--- src/design/tra_pkg.sv ---
package tra_pkg;

  localparam int TABLE_ENTRIES = 256;
  localparam int IDX_W = $clog2(TABLE_ENTRIES);

  typedef logic [33:0] base_arr_t [TABLE_ENTRIES];
  typedef logic [23:0] slope_arr_t [TABLE_ENTRIES];

  // Item descriptor after normalization, carried down the pipe
  typedef struct packed {
    logic        valid;
    logic        zero;
    logic        pow2;
    logic [5:0]  lead;
    logic [30:0] mant;
  } meta_t;

  // Finished result item
  typedef struct packed {
    logic        valid;
    logic [6:0]  shift_amount;
    logic [32:0] coarse_value;
    logic [32:0] refined_value;
    logic [30:0] aligned_mantissa;
  } res_t;

  // Entries whose base gets +2 and slope gets -2
  function automatic logic is_adj(input int i);
    logic r;
    case (i)
      0, 2, 3, 4, 6, 7, 13, 15, 16, 17, 18, 22, 26, 28, 30, 31,
      33, 34, 35, 36, 39, 42, 45, 51, 53, 55, 56, 61, 64, 67, 68, 84,
      86, 87, 89, 90, 91, 95, 96, 109, 112, 116, 118, 124, 130, 134, 136, 141,
      157, 161, 167, 170, 175, 176, 183, 184, 186, 193, 194, 204, 210, 213, 217, 228,
      236, 239, 241, 242, 250, 255: r = 1'b1;
      default: r = 1'b0;
    endcase
    return r;
  endfunction

  // Shift-subtract quotient of a power of two by den, for table generation
  function automatic logic [63:0] pow2_quot(input int p, input logic [63:0] den);
    logic [64:0] rem;
    logic [63:0] q;
    rem = '0;
    q = '0;
    for (int k = 63; k >= 0; k--) begin
      rem = {rem[63:0], (k == p)};
      if (rem >= {1'b0, den}) begin
        rem = rem - {1'b0, den};
        q[k] = 1'b1;
      end
    end
    return q;
  endfunction

  function automatic base_arr_t gen_base();
    base_arr_t r;
    logic [63:0] d;
    logic [63:0] a;
    for (int i = 0; i < TABLE_ENTRIES; i++) begin
      d = 64'd513 + 64'(2 * i);
      a = pow2_quot(45, d) - (64'd1 << 35) + 64'd9;
      if (is_adj(i)) a = a + 64'd2;
      a = (a + 64'd1) >> 1;
      r[i] = a[33:0];
    end
    return r;
  endfunction

  function automatic slope_arr_t gen_slope();
    slope_arr_t r;
    logic [63:0] d;
    logic [63:0] b;
    for (int i = 0; i < TABLE_ENTRIES; i++) begin
      d = 64'd513 + 64'(2 * i);
      b = pow2_quot(43, d * d) + 64'd1;
      if (is_adj(i)) b = b - 64'd2;
      b = (b + 64'd1) >> 1;
      r[i] = b[23:0];
    end
    return r;
  endfunction

  localparam base_arr_t  BASE_ROM  = gen_base();
  localparam slope_arr_t SLOPE_ROM = gen_slope();

endpackage

--- src/design/tra_norm.sv ---
module tra_norm (
  input  logic                clk,
  input  logic                rst_n,
  input  logic                en,
  input  logic                in_valid,
  input  logic [63:0]         operand,
  output tra_pkg::meta_t      meta
);
  import tra_pkg::*;

  logic        v1_r;
  logic [63:0] mag_r;
  logic [63:0] mag_nxt;
  meta_t       meta_r;
  meta_t       meta_nxt;
  logic [5:0]  lead;
  logic [63:0] aligned;

  // Take the magnitude
  assign mag_nxt = operand[63] ? (64'd0 - operand) : operand;

  // Find the leading one and left-align the bits below it
  always_comb begin
    lead = '0;
    for (int i = 0; i < 64; i++) begin
      if (mag_r[i]) lead = 6'(i);
    end
    aligned = mag_r << (6'd63 - lead);
    meta_nxt.valid = v1_r;
    meta_nxt.zero  = (mag_r == 64'd0);
    meta_nxt.lead  = lead;
    meta_nxt.mant  = aligned[62:32];
    meta_nxt.pow2  = (aligned[62:32] == 31'd0);
  end

  // Advance valid bits and payload
  always_ff @(posedge clk) begin
    if (!rst_n) begin
      v1_r <= 1'b0;
      meta_r.valid <= 1'b0;
    end else if (en) begin
      v1_r <= in_valid;
      meta_r.valid <= meta_nxt.valid;
    end
    if (en) begin
      mag_r <= mag_nxt;
      meta_r.zero <= meta_nxt.zero;
      meta_r.pow2 <= meta_nxt.pow2;
      meta_r.lead <= meta_nxt.lead;
      meta_r.mant <= meta_nxt.mant;
    end
  end

  assign meta = meta_r;

endmodule

--- config.mk ---
export PLATFORM = sky130hd
export DESIGN_NAME = tra_norm
export DESIGN_NICKNAME = d
export VERILOG_FILES = /design/src/design/tra_pkg.sv /design/src/design/tra_norm.sv
export SDC_FILE = /design/constraint.sdc
export NUM_CORES = 1
export LEC_CHECK = 0
export ABC_AREA = 1
export CAP_MARGIN = 20
export CORE_MARGIN = 3
export CORE_UTILIZATION = 40
export DETAILED_ROUTE_END_ITERATION = 8
export DONT_BUFFER_PORTS = 1
export PLACE_DENSITY = 0.52
export SYNTH_ARGS = -nofsm -noshare
export SYNTH_HDL_FRONTEND = slang
export SYNTH_SLANG_ARGS = --single-unit
--- constraint.sdc ---
create_clock -name clk -period 6.55 [get_ports clk]
set_clock_uncertainty 0.2 [all_clocks]
set_input_delay 0.9825 -clock clk [delete_from_list [all_inputs] [get_ports clk]]
set_output_delay 0.9825 -clock clk [all_outputs]
set_load 0.02 [all_outputs]
==> results.sh, run 1 <==
export IMPL_num_vias=9253
export IMPL_fin_crit_ns=5.77
export IMPL_critPathBufInv=2
export IMPL_clock_path_buffers=2
export IMPL_synthFlopType="edfxtp_1"
export IMPL_ios=108
export IMPL_fmax_mhz=173
export IMPL_ys_ff_latch=105
export IMPL_core_mm2=0.0222
export IMPL_relSlewSlack_pct=29.0
export IMPL_die_h_um=158
export IMPL_hold_ws_ns=0.308
export IMPL_route_met3_wl_mm=1.94
export IMPL_cts_resized=0
export IMPL_fin_util_pct=43.5
export IMPL_gp_congestion=0.882
export IMPL_fp_row_count=54
export IMPL_cts_hold_buf=0
export IMPL_drt_first_iter_violations=992
export IMPL_htreeDepth=3
export IMPL_final_hold_viol_count=0
export IMPL_tightest_slew_ns=1.06
export IMPL_synth_seq_area_share_pct=33.9
export IMPL_cp_arrival_ns=5.80
export IMPL_leakage_nw=4.19
export IMPL_initial_core_util_pct=41.5
export IMPL_path_common_cell="nand2_1"
export IMPL_hold_class="flop to flop"
export IMPL_drc=0
export IMPL_cp_required_ns=6.58
export IMPL_cap_violations=0
export IMPL_yosysWarnings=0
export IMPL_die_area_mm2=0.0249
export IMPL_synth_adder_area_share_pct=0.136
export IMPL_worst_path_max_delay_cell="edfxtp_1"
export IMPL_synth_avg_cell_area_um2=6.50
export IMPL_die_w_um=158
export IMPL_synth_cells=1420
export IMPL_critPathLaunchType="flop"
export IMPL_port_buffers=0
export IMPL_dr_wl_met2_mm=12.3
export IMPL_cts_made_buffers=9
export IMPL_syn_num_nets=1489
export IMPL_wl_mm=29.5
export IMPL_synth_top_family_by_area="simple AND/OR/NAND/NOR gates"
export IMPL_ir_drop_uv=113
export IMPL_final_cell_mix="nand3_1 (473), nand2_1 (334), inv_1 (128)"
export IMPL_insertion_delay_ns=0.37
export IMPL_grt_pass1_wl_mm=46.5
export IMPL_avgViaCountPerCell=5.59
export IMPL_antenna_found_initial=0
export IMPL_grt_overflow_total=0
export IMPL_path_delay_family="simple AND/OR/NAND/NOR gates"
export IMPL_drive_above_1_share_pct=3.13
export IMPL_finalSetupViolCount=0
export IMPL_first_pass_iters=6
export IMPL_antenna_cells=0
export IMPL_cts_sinks=105
export IMPL_wire_per_inst_um=17.8
export IMPL_ant_nets=0
export IMPL_muxShareOfSynthArea_pct=0
export IMPL_path_max_fanout=53
export IMPL_nNetsFinal=1440
export IMPL_drv_slew=0
export IMPL_clk_pin_slew_worst_paths_ns=0.08
export IMPL_synth_edf_count=103
export IMPL_synth_area_mm2=0.00923
export IMPL_cts_setup_buffers=0
export IMPL_yosysUniqueCellTypes=34
export IMPL_post_route_period_util_pct=88.1
export IMPL_dp_hpwl_mm=22.4
export IMPL_cts_tree="built"
export IMPL_grt_max_degree=107
export IMPL_p_per_area_mw_per_mm2=224
export IMPL_outcome="completed"
export IMPL_async_flop_share_pct=0
export IMPL_cp_end_kind="flop"
export IMPL_syn_to_final_growth_pct=4.87
export IMPL_synthXorXnorAreaFrac_pct=5.79
export IMPL_grt_use_total_pct=23.7
export IMPL_criticalPathCategory="flop to flop"
export IMPL_top_layer="met4"
export IMPL_cts_root_buf="clkbuf_16"
export IMPL_yosys_area_share_simple_pct=48.1
export IMPL_cp_slowest_stage_delay_ns=0.45
export IMPL_wl_met1_mm=14.8
export IMPL_rsz0062_at_grt="false"
export IMPL_final_common_cell="nand3_1"
export IMPL_synth_compound_gate_area_share_pct=2.82
export IMPL_setup_tns_ns=0
export IMPL_first_global_vias=8346
-- power breakdown --
| group | leakage [nW] | switching [mW] | internal [mW] |
|---|---|---|---|
| sequential | 1.02 | 0.0974 | 0.841 |
| clock | 0.142 | 0.282 | 0.268 |
| combinational | 3.02 | 0.468 | 0.211 |
| total | 4.19 | 0.847 | 1.32 |
-- sequential cells by signal, summed over array words and instances, names as in the netlist --
register  count
mag_r        64
meta         40
v1_r          1
-- metal layers --
metal	track usage, %	vias to the layer above
met5	0	-
met4	5.70	0
met3	2.30	21
met2	33.7	369
met1	38.2	4182
li1	-	4681
-- area by class of cell --
cell class	count	area, um^2
timing repair buffer	10	91.3
multi-input combinational	1101	5270
sequential	105	3130
clock inverter	6	62.6
fill	2385	12500
clock buffer	10	229
inverter	144	541
tap	280	350
-- synthesized netlist by cell type (all sizes together), types with 5 or more instances --
cell | count | area [um^2]
nor4 | 15 | 93.8
clkbuf | 41 | 154
nand2 | 337 | 1270
nand4 | 15 | 93.8
clkinv | 5 | 18.8
nand3 | 474 | 2370
nor2 | 126 | 473
xor2 | 38 | 333
nor3 | 17 | 85.1
xnor2 | 23 | 201
buf | 29 | 160
inv | 139 | 522
a21oi | 9 | 45.0
edfxtp | 103 | 3090
o21ai | 29 | 145
-- worst paths after layout --
| kind | from | end | slack, ns | depth (start not counted) |
|---|---|---|---|---|
| max | mag_r[2] | meta[37] | 0.78 | 74 |
| min | v1_r | meta[39] | 0.31 | 2 |
| max reg2reg | mag_r[2] | meta[37] | 0.78 | 74 |
| min reg2reg | v1_r | meta[39] | 0.31 | 2 |
-- tightest hold or removal path: stages (launching register included) --
cell and delay [ns]:
dfxtp_1 0.32, nor2_1 0.10, nor2_1 0.05
-- kinds of logic after synthesis --
kind of cell,count (synthesis)
buffers and inverters,214
XOR/XNOR,61
AND/OR/NAND/NOR,991
flip-flops,105
AO/OA/AOI/OAI,48
adder cells (fa/ha/maj),1
-- stage by stage --
step                power (mW)  cell area, um^2  std cells  worst slack (ns)
global placement          1.62             9390       1640             0.830
CTS                       2.17             9680       1656             0.798
finish                    2.17             9680       1656             0.782
floorplan                 1.44             9230       1420              1.87
detailed placement        1.62             9390       1640             0.845
global route              2.31             9680       1656            0.0279
Power figures use the tool's default switching activity.
==> run 2, diff against run 1 <==
==> constraint.sdc (replaced) <==
create_clock -name clk -period 7.29 [get_ports clk]
set_clock_uncertainty 0.2 [all_clocks]
set_input_delay 1.0935 -clock clk [delete_from_list [all_inputs] [get_ports clk]]
set_output_delay 1.0935 -clock clk [all_outputs]
set_load 0.02 [all_outputs]
==> results.sh, run 2 (synthesized netlist as in run 1, its figures left out) <==
export IMPL_outcome="completed"
export IMPL_grt_use_total_pct=23.6
export IMPL_final_hold_viol_count=0
export IMPL_drc=0
export IMPL_leakage_nw=4.19
export IMPL_p_per_area_mw_per_mm2=201
export IMPL_drt_first_iter_violations=998
export IMPL_critPathLaunchType="flop"
export IMPL_num_vias=9255
export IMPL_top_register="mag_r"
export IMPL_stdcell_area_mm2=0.00968
export IMPL_first_pass_iters=7
export IMPL_cp_end_kind="flop"
export IMPL_syn_to_final_growth_pct=4.91
export IMPL_drv_slew=0
export IMPL_cts_hold_buf=0
export IMPL_htreeDepth=3
export IMPL_cp_arrival_ns=5.58
export IMPL_ios=108
export IMPL_port_buffers=0
export IMPL_cap_violations=0
export IMPL_setup_tns_ns=0
export IMPL_ant_nets=0
export IMPL_initial_core_util_pct=41.5
export IMPL_grt_overflow_total=0
export IMPL_grt_max_degree=107
export IMPL_path_common_cell="nand2_1"
export IMPL_antenna_found_initial=0
export IMPL_cts_root_buf="clkbuf_16"
export IMPL_fin_util_pct=43.6
export IMPL_final_common_cell="nand3_1"
export IMPL_worst_path_max_delay_cell="buf_4"
export IMPL_antenna_cells=0
export IMPL_die_w_um=158
export IMPL_fill_cells=2359
export IMPL_r2r_cells=73
export IMPL_avgViaCountPerCell=5.59
export IMPL_fp_row_count=54
export IMPL_final_cell_mix="nand3_1 (473), nand2_1 (334), inv_1 (128)"
export IMPL_gp_congestion=0.917
export IMPL_ir_drop_uv=90.5
export IMPL_cts_resized=0
export IMPL_die_h_um=158
export IMPL_relSlewSlack_pct=28.7
export IMPL_post_route_period_util_pct=77.7
export IMPL_holdPathStages=2
export IMPL_die_area_mm2=0.0249
export IMPL_cts_tree="built"
export IMPL_criticalPathCategory="flop to flop"
export IMPL_cp_slowest_stage_delay_ns=0.46
export IMPL_tightest_slew_ns=1.07
export IMPL_first_global_vias=8360
export IMPL_cts_made_buffers=9
export IMPL_clock_path_buffers=2
export IMPL_hold_class="flop to flop"
export IMPL_finalSetupViolCount=0
export IMPL_core_mm2=0.0222
export IMPL_largest_register_ffs=64
export IMPL_wl_mm=29.3
export IMPL_placed_area_mm2=0.00939
export IMPL_nNetsFinal=1441
export IMPL_rsz0062_at_grt="false"
export IMPL_fmax_mhz=177
export IMPL_fin_crit_ns=5.66
export IMPL_insertion_delay_ns=0.38
export IMPL_clk_pin_slew_worst_paths_ns=0.09
export IMPL_cts_setup_buffers=0
export IMPL_wire_per_inst_um=17.7
export IMPL_path_max_fanout=57
export IMPL_cp_required_ns=7.21
export IMPL_finalNonFillerCells=1657
export IMPL_place_inst=1641
export IMPL_grt_pass1_wl_mm=45.9
export IMPL_drive_above_1_share_pct=3.20
export IMPL_cts_sinks=105
export IMPL_dp_hpwl_mm=22.6
## run 2: cell count changes in the layout (fill, tap and decap cells not counted)
cell      delta
buf_4        +2
buf_6        -1
clkinv_4     -1
inv_6        +1
o21ai_0      +1
o21ai_1      -1
## run 2: through the flow
| step | setup WS (ns) | hold WS (ns) | power (mW) |
|---|---|---|---|
| after floorplan | 2.50 | 0.248 | 1.29 |
| after detailed placement | 1.65 | 0.276 | 1.46 |
| after global routing | 0.707 | 0.336 | 2.07 |
| after global placement | 1.60 | 0.283 | 1.46 |
| final | 1.63 | 0.303 | 1.94 |
| after CTS | 1.58 | 0.300 | 1.95 |
## run 2: area by class of cell
class | count | area (um^2) | area share, %
multi-input combinational | 1101 | 5270 | 54.5
sequential | 105 | 3130 | 32.4
inverter | 144 | 541 | 5.58
tap | 280 | 350 | 3.62
clock buffer | 10 | 229 | 2.36
timing repair buffer | 11 | 95.1 | 0.982
clock inverter | 6 | 62.6 | 0.646
## run 2: worst paths after layout
path | slack [ns] | startpoint | end
max | 1.63 | mag_r[2] | meta[37]
max reg2reg | 1.63 | mag_r[2] | meta[37]
min | 0.30 | v1_r | meta[39]
min reg2reg | 0.30 | v1_r | meta[39]
## run 2: metal layers
layer / up-vias / part of all wire (%) / GRT usage [%]
met5: - / 0 / 0
met4: 0 / 1.4 / 4.30
met3: 28 / 7.3 / 4.87
met2: 367 / 42 / 34.4
met1: 4155 / 49 / 36.2
li1: 4705 / - / -
## run 2: worst max-delay path: cells and delay by family, from the launching register on
family	cells	cell delay, ns
simple gates	71	4.14
buf+inv	2	0.53
flops	1	0.43
## run 2: where the power goes
group | internal, mW | total, mW | switching [mW]
combinational | 0.189 | 0.607 | 0.418
sequential | 0.756 | 0.843 | 0.0875
clock | 0.242 | 0.494 | 0.252
==> run 3, diff against run 2 <==
--- a/config.mk
+++ b/config.mk
@@ -5,13 +5,13 @@
 export SDC_FILE = /design/constraint.sdc
 export NUM_CORES = 1
 export LEC_CHECK = 0
-export ABC_AREA = 1
+export ABC_AREA = 0
 export CAP_MARGIN = 20
 export CORE_MARGIN = 3
 export CORE_UTILIZATION = 40
 export DETAILED_ROUTE_END_ITERATION = 8
 export DONT_BUFFER_PORTS = 1
-export PLACE_DENSITY = 0.52
+export PLACE_DENSITY = 0.54
 export SYNTH_ARGS = -nofsm -noshare
 export SYNTH_HDL_FRONTEND = slang
 export SYNTH_SLANG_ARGS = --single-unit
==> constraint.sdc (replaced) <==
create_clock -name clk -period 4.8 [get_ports clk]
set_clock_uncertainty 0.2 [all_clocks]
set_input_delay 0.72 -clock clk [delete_from_list [all_inputs] [get_ports clk]]
set_output_delay 0.72 -clock clk [all_outputs]
set_load 0.02 [all_outputs]
==> results.sh, run 3 <==
export IMPL_rsz0062_at_grt="true"
export IMPL_wl_mm=49.0
export IMPL_antenna_found_initial=0
export IMPL_leakage_nw=5.79
export IMPL_nNetsFinal=1668
export IMPL_initial_core_util_pct=41.4
export IMPL_post_route_period_util_pct=115
export IMPL_synth_cells=1225
export IMPL_synth_compound_gate_area_share_pct=29.3
export IMPL_synth_largest_area_cell="edfxtp_1"
export IMPL_tightest_slew_ns=0.868
export IMPL_first_pass_iters=6
export IMPL_cp_arrival_ns=5.42
export IMPL_drv_slew=0
export IMPL_dp_hpwl_mm=38.8
export IMPL_cts_root_buf="clkbuf_16"
export IMPL_synth_avg_cell_area_um2=8.37
export IMPL_die_area_mm2=0.0276
export IMPL_core_mm2=0.0247
export IMPL_synthFlopType="edfxtp_1"
export IMPL_grt_overflow_total=0
export IMPL_ys_ff_latch=105
export IMPL_avgViaCountPerCell=6.40
export IMPL_synth_top_area_share_pct=30.2
export IMPL_final_hold_viol_count=0
export IMPL_top_register="mag_r"
export IMPL_grt_pass1_wl_mm=72.7
export IMPL_violations="setup timing"
export IMPL_first_global_vias=11994
export IMPL_insertion_delay_ns=0.37
export IMPL_antenna_cells=0
export IMPL_cap_violations=0
export IMPL_fin_ws_ns=-0.702
export IMPL_synth_area_top_cells="edfxtp_1 (30%), mux2i_1 (7.6%), xnor2_1 (5.2%)"
export IMPL_largest_register_ffs=64
export IMPL_final_common_cell="buf_4"
export IMPL_path_max_fanout=5
export IMPL_placed_area_mm2=0.0137
export IMPL_synth_edf_count=103
export IMPL_yosys_area_share_simple_pct=21.1
export IMPL_gp_congestion=1.06
export IMPL_drt_first_iter_violations=1259
export IMPL_p_per_area_mw_per_mm2=285
export IMPL_cts_made_buffers=9
export IMPL_finalSetupViolCount=16
export IMPL_die_h_um=166
export IMPL_grt_use_total_pct=33.9
export IMPL_drc=0
export IMPL_fill_cells=2238
export IMPL_synth_commonest_cells="nand2_1 (124), nor2_1 (107), edfxtp_1 (103)"
export IMPL_cp_end_kind="flop"
export IMPL_yosysUniqueCellTypes=78
export IMPL_drive_above_1_share_pct=38.1
export IMPL_fp_row_count=57
export IMPL_cp_required_ns=4.72
export IMPL_final_cell_mix="buf_4 (453), nand2_1 (121), nor2_1 (104)"
export IMPL_ios=108
export IMPL_fmax_mhz=182
export IMPL_htreeDepth=3
export IMPL_cts_hold_buf=0
export IMPL_clock_path_buffers=2
export IMPL_ir_drop_uv=157
export IMPL_syn_to_final_growth_pct=43.6
export IMPL_syn_num_nets=1294
export IMPL_muxShareOfSynthArea_pct=9.16
export IMPL_async_flop_share_pct=0
export IMPL_criticalPathCategory="input pin to flop"
export IMPL_cts_tree="built"
export IMPL_stdcell_area_mm2=0.0147
export IMPL_synth_seq_area_share_pct=30.6
export IMPL_fin_crit_ns=5.50
export IMPL_synth_top_family_by_area="compound AO/OA/AOI/OAI gates"
export IMPL_port_buffers=0
export IMPL_synth_area_mm2=0.0102
export IMPL_wire_per_inst_um=25.4
export IMPL_yosysMostFrequentCell="nand2_1"
export IMPL_yosysWarnings=0
export IMPL_setup_tns_ns=-7.56
export IMPL_relSlewSlack_pct=41.8
export IMPL_critPathLaunchType="input pin"
export IMPL_hold_class="input pin to flop"
export IMPL_num_vias=12344
export IMPL_outcome="complete, but fails checks"
export IMPL_cts_sinks=105
export IMPL_ant_nets=0
export IMPL_synth_adder_area_share_pct=0.122
export IMPL_die_w_um=166
export IMPL_grt_max_degree=106
export IMPL_synthXorXnorAreaFrac_pct=5.21
export IMPL_clk_pin_slew_worst_paths_ns=0.09
run 3: routing by layer:
metal	vias to the layer above	wire length, um	share of wire (%)	track usage, %
met3	152	3660	7.5	4.76
met1	5922	19800	40	44.2
met4	0	3330	6.8	18.9
met5	-	0	0	0
li1	5596	-	-	-
met2	674	22300	45	54.3
run 3: cell families after synthesis:
| kind of cell | Yosys count |
|---|---|
| DFF | 105 |
| adders and majority gates | 1 |
| xor gates and xnor gates | 61 |
| AOI/OAI and AO/OA | 418 |
| and+or+nand+nor | 431 |
| muxes | 88 |
| buffers and inverters | 121 |
run 3: critical path, cell delays in order:
cell and delay, ns:
or4_4 0.52, or4_4 0.43, or2_4 0.25, or4_4 0.42
or3_4 0.38, or4_4 0.43, or4_4 0.52, or4_4 0.49
or4_4 0.44, or3_4 0.45, o41ai_4 0.26, xnor2_1 0.09
run 3: per-stage QoR:
stage | cells | hold WS [ns] | util [%] | setup WS (ns) | power [mW]
after floorplan | 1225 | 0.282 | - | -1.10 | 2.16
after global placement | 1889 | 0.293 | 55.6 | -1.12 | 3.24
after detailed placement | 1889 | 0.310 | 55.6 | -1.22 | 3.25
after CTS | 1914 | 0.241 | 57.8 | -0.703 | 4.04
after global routing | 1928 | 0.239 | 59.5 | -0.767 | 4.35
final | 1928 | 0.252 | 59.5 | -0.702 | 4.19
run 3: final timing paths:
path	slack, ns	end	startpoint	cells after the start
max	-0.70	mag_r[57]	operand[15]	12
min	0.25	mag_r[0]	operand[0]	0
max reg2reg	-0.25	meta[37]	mag_r[27]	17
min reg2reg	0.33	v1_r	v1_r	2
run 3: timing repair:
item / in CTS / in global routing
resized for setup: 41 / 63
buffers inserted: 9 / 14
pin swaps: 7 / 16
hold endpoints to repair: 0 / 0
setup endpoints to repair: 16 / 17
run 3: power by group:
| group | internal [mW] | switching [mW] | total, mW | leakage [nW] |
|---|---|---|---|---|
| Clock | 0.361 | 0.392 | 0.753 | 0.131 |
| Sequential | 1.15 | 0.126 | 1.28 | 1.02 |
| Combinational | 1.02 | 1.14 | 2.16 | 4.63 |
| Total | 2.53 | 1.66 | 4.19 | 5.79 |
run 3: layout make-up:
cell class | instances | area (um^2) | share of cell area [%]
multi-input cells | 999 | 7230 | 49.1
repair buffers | 467 | 3610 | 24.5
flip-flops and latches | 105 | 3130 | 21.3
well taps | 324 | 405 | 2.75
clock buffers | 10 | 229 | 1.56
inverters | 17 | 66.3 | 0.450
clock inverters | 6 | 52.6 | 0.357
